**src/sv/esd_pkg.sv**
```systemverilog
// Shared constants and controller/datapath interface types for the exchange sorter.
`default_nettype none

package esd_pkg;

    localparam int DEPTH  = 16;
    localparam int DATA_W = 32;
    localparam int ADDR_W = $clog2(DEPTH);
    localparam int CNT_W  = $clog2(DEPTH + 1);

    // commands, controller to datapath
    typedef struct packed {
        logic accept_in;
        logic start_sort;
        logic load_ai;
        logic scan;
        logic write_i;
        logic emit_start;
        logic emit_load;
        logic emit_next;
    } cmd_t;

    // loop status, datapath to controller
    typedef struct packed {
        logic i_done;
        logic j_done;
        logic k_final;
    } status_t;

endpackage

`default_nettype wire

```
**src/sv/esd_ram.sv**
```systemverilog
// Generic single-write, single-read RAM with registered read data.
`default_nettype none

module esd_ram #(
    parameter int WIDTH = 32,
    parameter int DEPTH = 16
) (
    input  wire logic                     clk,
    input  wire logic                     we,
    input  wire logic [$clog2(DEPTH)-1:0] waddr,
    input  wire logic [WIDTH-1:0]         wdata,
    input  wire logic [$clog2(DEPTH)-1:0] raddr,
    output logic      [WIDTH-1:0]         rdata
);

    logic [WIDTH-1:0] mem [DEPTH];

    always_ff @(posedge clk)
    begin
        if (we)
        begin
            mem[waddr] <= wdata;
        end
        rdata <= mem[raddr];
    end

endmodule

`default_nettype wire

```
**src/sv/esd_ctrl.sv**
```systemverilog
// Controller state machine: load, exchange-sort sweep and emit sequencing.
`default_nettype none

module esd_ctrl (
    input  wire logic             clk,
    input  wire logic             rst_n,
    input  wire logic             s_tvalid,
    input  wire logic             s_tlast,
    input  wire logic             m_tready,
    input  wire esd_pkg::status_t status,
    output logic                  s_tready,
    output logic                  m_tvalid,
    output esd_pkg::cmd_t         cmd
);

    typedef enum logic [7:0] {
        ST_LOAD       = 8'b0000_0001,
        ST_SORT_START = 8'b0000_0010,
        ST_LOAD_I     = 8'b0000_0100,
        ST_SCAN       = 8'b0000_1000,
        ST_WRITE_I    = 8'b0001_0000,
        ST_EMIT_START = 8'b0010_0000,
        ST_EMIT_LOAD  = 8'b0100_0000,
        ST_EMIT_OUT   = 8'b1000_0000
    } state_t;

    state_t state_reg;
    state_t state_next;

    always_comb
    begin
        state_next = state_reg;
        cmd        = '0;
        s_tready   = 1'b0;
        m_tvalid   = 1'b0;
        unique case (state_reg)
            ST_LOAD:
            begin
                s_tready = 1'b1;
                if (s_tvalid)
                begin
                    cmd.accept_in = 1'b1;
                    if (s_tlast)
                    begin
                        state_next = ST_SORT_START;
                    end
                end
            end
            ST_SORT_START:
            begin
                cmd.start_sort = 1'b1;
                state_next     = ST_LOAD_I;
            end
            ST_LOAD_I:
            begin
                cmd.load_ai = 1'b1;
                state_next  = ST_SCAN;
            end
            ST_SCAN:
            begin
                cmd.scan = 1'b1;
                if (status.j_done)
                begin
                    state_next = ST_WRITE_I;
                end
            end
            ST_WRITE_I:
            begin
                cmd.write_i = 1'b1;
                state_next  = status.i_done ? ST_EMIT_START : ST_LOAD_I;
            end
            ST_EMIT_START:
            begin
                cmd.emit_start = 1'b1;
                state_next     = ST_EMIT_LOAD;
            end
            ST_EMIT_LOAD:
            begin
                cmd.emit_load = 1'b1;
                state_next    = ST_EMIT_OUT;
            end
            ST_EMIT_OUT:
            begin
                m_tvalid = 1'b1;
                if (m_tready)
                begin
                    if (status.k_final)
                    begin
                        state_next = ST_LOAD;
                    end
                    else
                    begin
                        cmd.emit_next = 1'b1;
                        state_next    = ST_EMIT_LOAD;
                    end
                end
            end
            default:
            begin
                state_next = ST_LOAD;
            end
        endcase
    end

    always_ff @(posedge clk or negedge rst_n)
    begin
        if (!rst_n)
        begin
            state_reg <= ST_LOAD;
        end
        else
        begin
            state_reg <= state_next;
        end
    end

endmodule

`default_nettype wire

```
**src/sv/esd_dp.sv**
```systemverilog
// Datapath: element store, loop indices, compare-swap and output register.
`default_nettype none

module esd_dp (
    input  wire logic                         clk,
    input  wire logic                         rst_n,
    input  wire esd_pkg::cmd_t                cmd,
    input  wire logic [esd_pkg::DATA_W-1:0]   in_value,
    input  wire logic                         in_last,
    output esd_pkg::status_t                  status,
    output logic      [esd_pkg::DATA_W-1:0]   out_value,
    output logic                              out_last
);

    localparam int AW = esd_pkg::ADDR_W;
    localparam int CW = esd_pkg::CNT_W;
    localparam int DW = esd_pkg::DATA_W;

    logic [CW-1:0] fill_reg;
    logic [CW-1:0] fill_next;
    logic [AW-1:0] last_idx_reg;
    logic [AW-1:0] last_idx_next;
    logic [AW-1:0] i_reg;
    logic [AW-1:0] i_next;
    logic [AW-1:0] j_reg;
    logic [AW-1:0] j_next;
    logic [AW-1:0] k_reg;
    logic [AW-1:0] k_next;
    logic signed [DW-1:0] ai_reg;
    logic signed [DW-1:0] ai_next;
    logic [DW-1:0] out_value_reg;
    logic [DW-1:0] out_value_next;
    logic          out_last_reg;
    logic          out_last_next;

    logic          we;
    logic [AW-1:0] waddr;
    logic [DW-1:0] wdata;
    logic [AW-1:0] raddr;
    logic [DW-1:0] rdata;
    logic          room;
    logic          swap;

    esd_ram #(
        .WIDTH (DW),
        .DEPTH (esd_pkg::DEPTH)
    ) u_store (
        .clk   (clk),
        .we    (we),
        .waddr (waddr),
        .wdata (wdata),
        .raddr (raddr),
        .rdata (rdata)
    );

    assign room = (fill_reg < CW'(esd_pkg::DEPTH));
    // entry i lives in ai_reg during its sweep, so j == i is never compared
    assign swap = (j_reg != i_reg) && (ai_reg > $signed(rdata));

    assign status.i_done  = (i_reg == last_idx_reg);
    assign status.j_done  = (j_reg == last_idx_reg);
    assign status.k_final = (k_reg == last_idx_reg);

    assign out_value = out_value_reg;
    assign out_last  = out_last_reg;

    always_comb
    begin
        fill_next      = fill_reg;
        last_idx_next  = last_idx_reg;
        i_next         = i_reg;
        j_next         = j_reg;
        k_next         = k_reg;
        ai_next        = ai_reg;
        out_value_next = out_value_reg;
        out_last_next  = out_last_reg;
        we             = 1'b0;
        waddr          = '0;
        wdata          = '0;
        raddr          = '0;

        if (cmd.accept_in)
        begin
            if (room)
            begin
                we        = 1'b1;
                waddr     = fill_reg[AW-1:0];
                wdata     = in_value;
                fill_next = fill_reg + CW'(1);
            end
            if (in_last)
            begin
                last_idx_next = room ? fill_reg[AW-1:0] : AW'(esd_pkg::DEPTH - 1);
                fill_next     = '0;
            end
        end

        if (cmd.start_sort)
        begin
            i_next = '0;
            raddr  = '0;
        end

        if (cmd.load_ai)
        begin
            ai_next = rdata;
            j_next  = '0;
            raddr   = '0;
        end

        if (cmd.scan)
        begin
            if (swap)
            begin
                we      = 1'b1;
                waddr   = j_reg;
                wdata   = ai_reg;
                ai_next = rdata;
            end
            j_next = j_reg + AW'(1);
            raddr  = j_reg + AW'(1);
        end

        if (cmd.write_i)
        begin
            we     = 1'b1;
            waddr  = i_reg;
            wdata  = ai_reg;
            i_next = i_reg + AW'(1);
            raddr  = i_reg + AW'(1);
        end

        if (cmd.emit_start)
        begin
            k_next = '0;
            raddr  = '0;
        end

        if (cmd.emit_load)
        begin
            out_value_next = rdata;
            out_last_next  = status.k_final;
        end

        if (cmd.emit_next)
        begin
            k_next = k_reg + AW'(1);
            raddr  = k_reg + AW'(1);
        end
    end

    always_ff @(posedge clk or negedge rst_n)
    begin
        if (!rst_n)
        begin
            fill_reg <= '0;
        end
        else
        begin
            fill_reg <= fill_next;
        end
    end

    always_ff @(posedge clk)
    begin
        last_idx_reg  <= last_idx_next;
        i_reg         <= i_next;
        j_reg         <= j_next;
        k_reg         <= k_next;
        ai_reg        <= ai_next;
        out_value_reg <= out_value_next;
        out_last_reg  <= out_last_next;
    end

    a_fill_bound: assert property (@(posedge clk) disable iff (!rst_n)
        fill_reg <= CW'(esd_pkg::DEPTH))
        else $error("fill count beyond store depth");

    a_fill_clear: assert property (@(posedge clk) disable iff (!rst_n)
        (cmd.accept_in && in_last) |=> (fill_reg == '0))
        else $error("fill count not cleared after last request");

    a_scan_range: assert property (@(posedge clk) disable iff (!rst_n)
        cmd.scan |-> ((j_reg <= last_idx_reg) && (i_reg <= last_idx_reg)))
        else $error("sort index outside loaded set");

endmodule

`default_nettype wire

```
**src/sv/exchange_sort_descending_top.sv**
```systemverilog
// Top level of the descending exchange sorter: controller plus datapath.
// Load: one request per cycle while collecting; the last request starts the sort.
// Sort: one RAM read per inner step over the n buffered entries.
// Emit: EMIT_START and EMIT_LOAD come before the first result; each further result passes EMIT_LOAD again.
// rst_n is asynchronous, active low: clears controller and fill count, store undefined.
`default_nettype none

module exchange_sort_descending_top (
    input  wire logic        clk,
    input  wire logic        rst_n,
    // input stream
    input  wire logic        s_tvalid,
    output logic             s_tready,
    input  wire logic [31:0] s_tdata,   // [31:0] value (signed)
    input  wire logic        s_tlast,   // last element of the set
    // output stream
    output logic             m_tvalid,
    input  wire logic        m_tready,
    output logic      [31:0] m_tdata,   // [31:0] sorted_value (signed)
    output logic             m_tlast    // final_res
);

    esd_pkg::cmd_t    cmd;
    esd_pkg::status_t status;

    // sequencer: requests are taken only while collecting; the rest is sort and emit
    esd_ctrl u_ctrl (
        .clk      (clk),
        .rst_n    (rst_n),
        .s_tvalid (s_tvalid),
        .s_tlast  (s_tlast),
        .m_tready (m_tready),
        .status   (status),
        .s_tready (s_tready),
        .m_tvalid (m_tvalid),
        .cmd      (cmd)
    );

    // store, indices and comparator; surplus values past the depth are dropped
    esd_dp u_dp (
        .clk       (clk),
        .rst_n     (rst_n),
        .cmd       (cmd),
        .in_value  (s_tdata),
        .in_last   (s_tlast),
        .status    (status),
        .out_value (m_tdata),
        .out_last  (m_tlast)
    );

endmodule

`default_nettype wire

```
**config.mk**
```make
export PLATFORM = sky130hd
export DESIGN_NAME = exchange_sort_descending_top
export DESIGN_NICKNAME = d
export VERILOG_FILES = /design/src/sv/esd_pkg.sv /design/src/sv/esd_ram.sv /design/src/sv/esd_ctrl.sv /design/src/sv/esd_dp.sv /design/src/sv/exchange_sort_descending_top.sv
export SDC_FILE = /design/constraint.sdc
export NUM_CORES = 1
export LEC_CHECK = 0
export BUFFER_PORTS_ARGS = -buffer_cell sky130_fd_sc_hd__buf_2
export CAP_MARGIN = 20
export CELL_PAD_IN_SITES_DETAIL_PLACEMENT = 1
export CELL_PAD_IN_SITES_GLOBAL_PLACEMENT = 1
export CORE_UTILIZATION = 33
export CTS_BUF_LIST = sky130_fd_sc_hd__clkbuf_8
export DETAILED_ROUTE_END_ITERATION = 10
export PLACE_DENSITY_LB_ADDON = 0.1
export SLEW_MARGIN = 25
export SYNTH_ARGS = -nofsm -noshare
export SYNTH_HDL_FRONTEND = slang
export SYNTH_HIERARCHICAL = 1
export SYNTH_SLANG_ARGS = --single-unit
export TNS_END_PERCENT = 100
```
**constraint.sdc**
```tcl
create_clock -name clk -period 11.2 [get_ports clk]
set_clock_uncertainty 0.1 [all_clocks]
set_input_delay 0.56 -clock clk [delete_from_list [all_inputs] [get_ports clk]]
set_output_delay 0.56 -clock clk [all_outputs]
set_load 0.02 [all_outputs]
```
==> impl_metrics.tcl, run 1 <==
set metrics [dict create \
    status "completed" \
    power_frac_seq 0.506 \
    initial_core_util 0.334 \
    crit_type "flop to flop" \
    postSynthCellCount 1277 \
    crit_fanout 18 \
    regMostFlops "u_dp/u_store/mem" \
    synth_simple_gate_area_share 0.0335 \
    postRouteAntennaNets 0 \
    tightestPinTransition_ns 0.931 \
    grt_pass1_wl_mm 93.4 \
    yosysTopAreaCell "edfxtp_1" \
    ys_seq_area_frac 0.739 \
    hold_viol_final 0 \
    postSynthAreaPerCell_um2 19.6 \
    cap_violations 0 \
    globalplace.congestion 0.715 \
    start_kind "flop" \
    cts_sinks 638 \
    timing.final.crit_period_ns 5.04 \
    switching_share 0.271 \
    slew_viol_final 0 \
    dp_hpwl_mm 36.4 \
    cp.required_ns 11.45 \
    worst_slew_margin_rel 0.379 \
    clkPwrFrac 0.351 \
    synth.area.top_cells "edfxtp_1 67%, mux4_2 12%, dfxtp_1 5.1%" \
    ys_ff_latch 638 \
    cts_root_buf "clkbuf_8" \
    synth_top_family_by_area "multiplexers" \
    setup_viol 0 \
    wl_mm 62.6 \
    synth.yosys.warnings 6 \
    cts_made_buffers 110 \
    p_per_area_nw_per_um2 206 \
    crit_path_end_kind "flop" \
    yosys.area.top_type_share 0.675 \
    synthXorXnorAreaFrac 0.00807 \
    ys.flop_type "edfxtp_1" \
    core_area_um2 74700 \
    crit_arrival_ns 5.29 \
    peakVddDrop_v 0.0000847 \
    vias 12587 \
    hp-class "primary input to asynchronous set/reset pin" \
    p_sw_uw 1620 \
    die_w_um 277 \
    grt_usage 0.166 \
    syn_to_final_growth_pct 16.1 \
    grt_max_degree 129 \
    cts_hold_buf 4 \
    pre_cts_ws_ns 6.02 \
    gr-total-overflow 0 \
    synth_cell_types 62 \
    rows 100 \
    dr.first_iter.drc_count 904 \
    comb_power_share 0.144 \
    finalInstanceArea_um2 29000 \
    hold_slack_ns 0.201 \
    dieArea_um2 76800 \
    fin_crit_sh 0.450 \
    synth_area_um2 25000 \
    synth_enable_flop_cells 561 \
    worst_skew_pair.late_latency_ns 0.70 \
    fmax_ghz 0.198 \
    cts_setup_buffers 0 \
    drt_pass1_iterations 5 \
    synth_nets 1350 \
    cts_tree "yes" \
    largest_register_ffs 512 \
    io_pins 72 \
    grt_pass1_vias 13907 \
    port_buffers 71 \
    antenna_found_initial 3 \
    placed_area_um2 26700 \
    die_height_um 277 \
    cts_max_level 3 \
    cts.path.max_buffers 3 \
    vias_per_cell 5.02 \
    wl_per_cell_um 25.0 \
    p_leak_uw 0.00982 \
    route.detailed.drc 0 \
    synth_mux_area_frac 0.133 \
    setup_tns_ns 0 \
    nets 1512 \
    multiInputGateArea_um2 6180 \
    synthAdderAreaFrac 0.0180 \
    rsz0062_at_grt "no" \
    drive_above_1_share 0.307 \
    synth-compound-area-share 0.0482 \
    seq_area_um2 18500 \
    yosysMostFrequentCell "edfxtp_1" \
    post_cts_resized 0 \
    fillers 7266 \
    setup_slack_ns 6.16 \
    clkTransAtPathRegs_ns 0.06 \
    synthArstFlopShare 0.0204 \
    p_int_uw 4370 \
    synthTopCellsByCount "561 x edfxtp_1, 128 x mux4_2, 66 x a22oi_1, 64 x dfxtp_1, 48 x inv_1" \
]
[placed cells by master, fill, tap and decap left out, drive strengths merged, types with 17 or more instances in the layout]
cell type  synthesis  final
inv               49     79
nor2              31     31
a22o              32     32
dfxtp             64     64
nand2             47     47
mux4             128    128
xor2              22     22
clkbuf            24    134
and2              17     17
mux2              32     32
edfxtp           561    561
ha                36     36
buf               32    102
a21oi             23     23
clkinv             0     39
a22oi             67     67
[layout make-up]
type,count,area share
Timing Repair Buffer,106,0.0248
Tap cell,969,0.0418
Inverter,49,0.00634
Antenna cell,2,0.000173
Clock inverter,73,0.0135
Clock buffer,134,0.0636
Sequential cell,638,0.637
Multi-Input combinational cell,534,0.213
[cells by family (layout without fill, tap and decap cells)]
group,after synthesis,after routing
DFF,638,638
AOI/OAI and AO/OA,160,160
muxes,160,160
and+or+nand+nor,155,155
buffers and inverters,105,362
adders and majority gates,36,36
xor gates and xnor gates,23,23
other,0,2
[critical path, stage by stage, from the launching register on]
cell and delay (ns):
dfxtp_1 0.35, inv_1 0.05, ha_1 0.31, nand4_1 0.25, nor4_1 0.36, buf_4 0.20, o21ai_0 0.11, a31oi_1 0.33
a311o_2 0.25, a21o_2 0.48, buf_12 0.25, nand2b_1 0.19, nand3_1 0.32, nor2_4 0.70, buf_4 0.42
[metal layers]
layer	track usage	wire [um]	vias to the layer above	part of all wire
met5	0	0	-	0
met4	0.0531	1210	0	0.019
met3	0.0287	2210	85	0.035
met2	0.268	30000	238	0.48
met1	0.228	29200	6727	0.47
li1	-	-	5537	-
[power groups by stage]
stage / registers, uW / logic, uW / clock network (uW)
2_1_floorplan: 3030 / 566 / 0
3_3_place_gp: 3070 / 864 / 0
3_5_place_dp: 3080 / 878 / 0
4_1_cts: 3030 / 885 / 2180
5_1_grt: 3050 / 953 / 2270
6_report: 3030 / 860 / 2100
[worst paths after layout]
check                                                     from                            endpoint  slack, ns  cells after the start
worst max-delay path            u_dp/u_store/rdata[15]$_DFF_P_  u_dp/u_store/mem[13][10]$_DFFE_PP_       6.16                     14
worst min-delay path                                     rst_n        u_dp/fill_reg[4]$_DFFE_PN0P_       0.20                      2
worst max register to register  u_dp/u_store/rdata[15]$_DFF_P_  u_dp/u_store/mem[13][10]$_DFFE_PP_       6.16                     14
worst min register to register   u_dp/u_store/rdata[8]$_DFF_P_         u_dp/out_value[8]$_DFFE_PP_       0.36                      0
max in group asynchronous                                rst_n     u_ctrl/state_reg[0]$_DFFE_PN1P_      10.51                      2
min in group clk                 u_dp/u_store/rdata[8]$_DFF_P_         u_dp/out_value[8]$_DFFE_PP_       0.36                      0
[stage by stage]
| stage | utilization | power, uW | instances |
|---|---|---|---|
| finish | 0.388 | 5990 | 2505 |
| global route | 0.388 | 6280 | 2504 |
| CTS | 0.388 | 6100 | 2503 |
| detailed placement | 0.358 | 3960 | 2292 |
| global placement | 0.356 | 3930 | 2288 |
| floorplan | - | 3590 | 1277 |
(Power assumes the default switching activity.)
==> inputs of run 2 (changes only) <==
- clock period: 11.2 -> 5.06 ns (I/O delays scaled with it)
==> run 2 against run 1 <==
Compared with the run above: routed wire length up 7.5%; critical path type unchanged; global-route usage rose by 1.1 points; critical endpoint is now u_dp/u_store/mem[12][3]$_DFFE_PP_; combinational power increased by 140%; sequential share of layout area fell by 0.69 points; count of clock-buffer cells in the layout is 9 lower; core utilization rose by 0.43 points; final area increased by 1.1%; clock power rose by 120%; setup slack worse by 5.8 ns; non-clock buffer count rose by 39.
==> impl_metrics.tcl, run 2 (synthesis gave the netlist of run 1 again) <==
set metrics [dict create \
    status "completed" \
    nets 1551 \
    cap_violations 0 \
    die_height_um 277 \
    crit_path_end_kind "flop" \
    cts_max_level 3 \
    grt_usage 0.177 \
    vias_per_cell 5.10 \
    cts_sinks 638 \
    p_per_area_nw_per_um2 454 \
    route.detailed.drc 0 \
    worst_slew_margin_rel 0.378 \
    globalplace.congestion 0.732 \
    p_leak_uw 0.0100 \
    crit_fanout 21 \
    finalPower_uw 13300 \
    crit_arrival_ns 4.97 \
    final_core_util 0.392 \
    hp-class "primary input to flop" \
    die_w_um 277 \
    dr.first_iter.drc_count 1002 \
    cts.path.max_buffers 3 \
    grt_pass1_vias 13909 \
    setup_tns_ns 0 \
    worst_skew_pair.late_latency_ns 0.71 \
    crit_type "flop to flop" \
    grt_pass1_wl_mm 98.4 \
    drt_pass1_iterations 5 \
    power_frac_seq 0.504 \
    cts_setup_buffers 0 \
    antenna_found_initial 2 \
    crit_end "u_dp/u_store/mem[12][3]$_DFFE_PP_" \
    slew_viol_final 0 \
    worstReg2RegStart "u_dp/u_store/rdata[14]$_DFF_P_" \
    peakVddDrop_v 0.000236 \
    ff2ff_setup_slack_ns 0.35 \
    initial_core_util 0.334 \
    wl_mm 67.3 \
    r2r_end "u_dp/u_store/mem[12][3]$_DFFE_PP_" \
    final_cell_mix "561 x edfxtp_1, 128 x mux4_2, 125 x clkbuf_8" \
    clkTransAtPathRegs_ns 0.07 \
    stdcell_count 2546 \
    start_kind "flop" \
    dp.cells 2327 \
    timing.final.crit_period_ns 4.71 \
    reg2reg_depth 13 \
    comb_power_share 0.152 \
    finalInstanceArea_um2 29300 \
    cp.required_ns 5.32 \
    final_common_cell "edfxtp_1" \
    drive_above_1_share 0.315 \
    vias 12978 \
    grt_max_degree 63 \
    tightestPinTransition_ns 0.930 \
    cts_tree "yes" \
    core_area_um2 74700 \
    dp_hpwl_mm 41.9 \
    dieArea_um2 76800 \
    wl_per_cell_um 26.5 \
    cts_made_buffers 110 \
    cts_root_buf "clkbuf_8" \
    postRouteAntennaNets 0 \
    critPathLaunch "u_dp/u_store/rdata[14]$_DFF_P_" \
    largest_register_ffs 512 \
    placed_area_um2 27100 \
    regMostFlops "u_dp/u_store/mem" \
    gr-total-overflow 0 \
    p_sw_uw 3680 \
    setup_viol 0 \
    rsz0062_at_grt "no" \
    fin_crit_sh 0.930 \
    syn_to_final_growth_pct 17.3 \
    port_buffers 71 \
    clkPwrFrac 0.343 \
    rows 100 \
    switching_share 0.277 \
    io_pins 72 \
    hold_viol_final 0 \
    p_int_uw 9610 \
    fmax_ghz 0.212 \
]
run 2: changes by cell type in the layout (fill, tap and decap cells not counted), sizes merged, moves of 2 or more:
cell,before,now
buf,102,137
clkinv,39,37
dlygate4sd3,4,8
clkbuf,134,125
inv,79,92
run 2: final cells by class:
class | count | area, um^2
sequential | 638 | 18500
clock buffer | 125 | 1720
antenna | 2 | 5.00
tap | 969 | 1210
inverter | 49 | 184
clock inverter | 84 | 452
timing repair buffer | 145 | 1080
fill | 7217 | 45400
multi-input combinational | 534 | 6200
run 2: worst max-delay path, stage by stage, from the launching register on:
cell and delay (ns):
dfxtp_1 0.36, inv_1 0.06, ha_1 0.32, nand4_1 0.35
nor4_1 0.38, buf_4 0.18, o21ai_0 0.09, a31oi_1 0.19
a311o_2 0.20, a211oi_4 0.09, buf_4 0.21, a221o_1 0.50
nor3_4 0.82, buf_4 0.50
run 2: worst min-delay path by stage:
stage	start	endpoint	slack (ns)	cells past startpoint
CTS	s_tdata[21]	u_dp/u_store/mem[0][21]$_DFFE_PP_	0.12	2
finish	s_tdata[19]	u_dp/u_store/mem[2][19]$_DFFE_PP_	0.17	2
global route	s_tdata[19]	u_dp/u_store/mem[2][19]$_DFFE_PP_	0.17	2
global placement	rst_n	u_dp/fill_reg[2]$_DFFE_PN0P_	0.07	1
floorplan	rst_n	u_ctrl/state_reg[1]$_DFFE_PN0P_	-0.14	0
detailed placement	rst_n	u_dp/fill_reg[2]$_DFFE_PN0P_	0.07	1
run 2: repair_timing:
action                    4_1_cts  5_1_grt
hold buffers                    8        0
resized for setup               0        0
hold endpoints to repair       29        0
run 2: stage by stage:
| step | setup WS [ns] | hold WS, ns |
|---|---|---|
| 6_report | 0.352 | 0.170 |
| 5_1_grt | 0.0584 | 0.167 |
| 4_1_cts | 0.353 | 0.116 |
| 3_5_place_dp | 0.381 | 0.0727 |
| 3_3_place_gp | 0.430 | 0.0750 |
| 2_1_floorplan | 0.557 | -0.143 |
run 2: power by group through the flow:
stage	clock network, uW	registers, uW	logic [uW]
4_1_cts	4720	6710	2060
3_3_place_gp	0	6800	2020
5_1_grt	4930	6760	2210
6_report	4560	6710	2030
2_1_floorplan	0	6690	1260
3_5_place_dp	0	6810	2040
run 2: routing by layer:
layer | vias to the layer above | GRT usage | wire length, um
li1 | 5614 | - | -
met2 | 305 | 0.269 | 30800
met3 | 80 | 0.0326 | 3180
met4 | 0 | 0.0494 | 1110
met1 | 6979 | 0.259 | 32300
met5 | - | 0 | 0
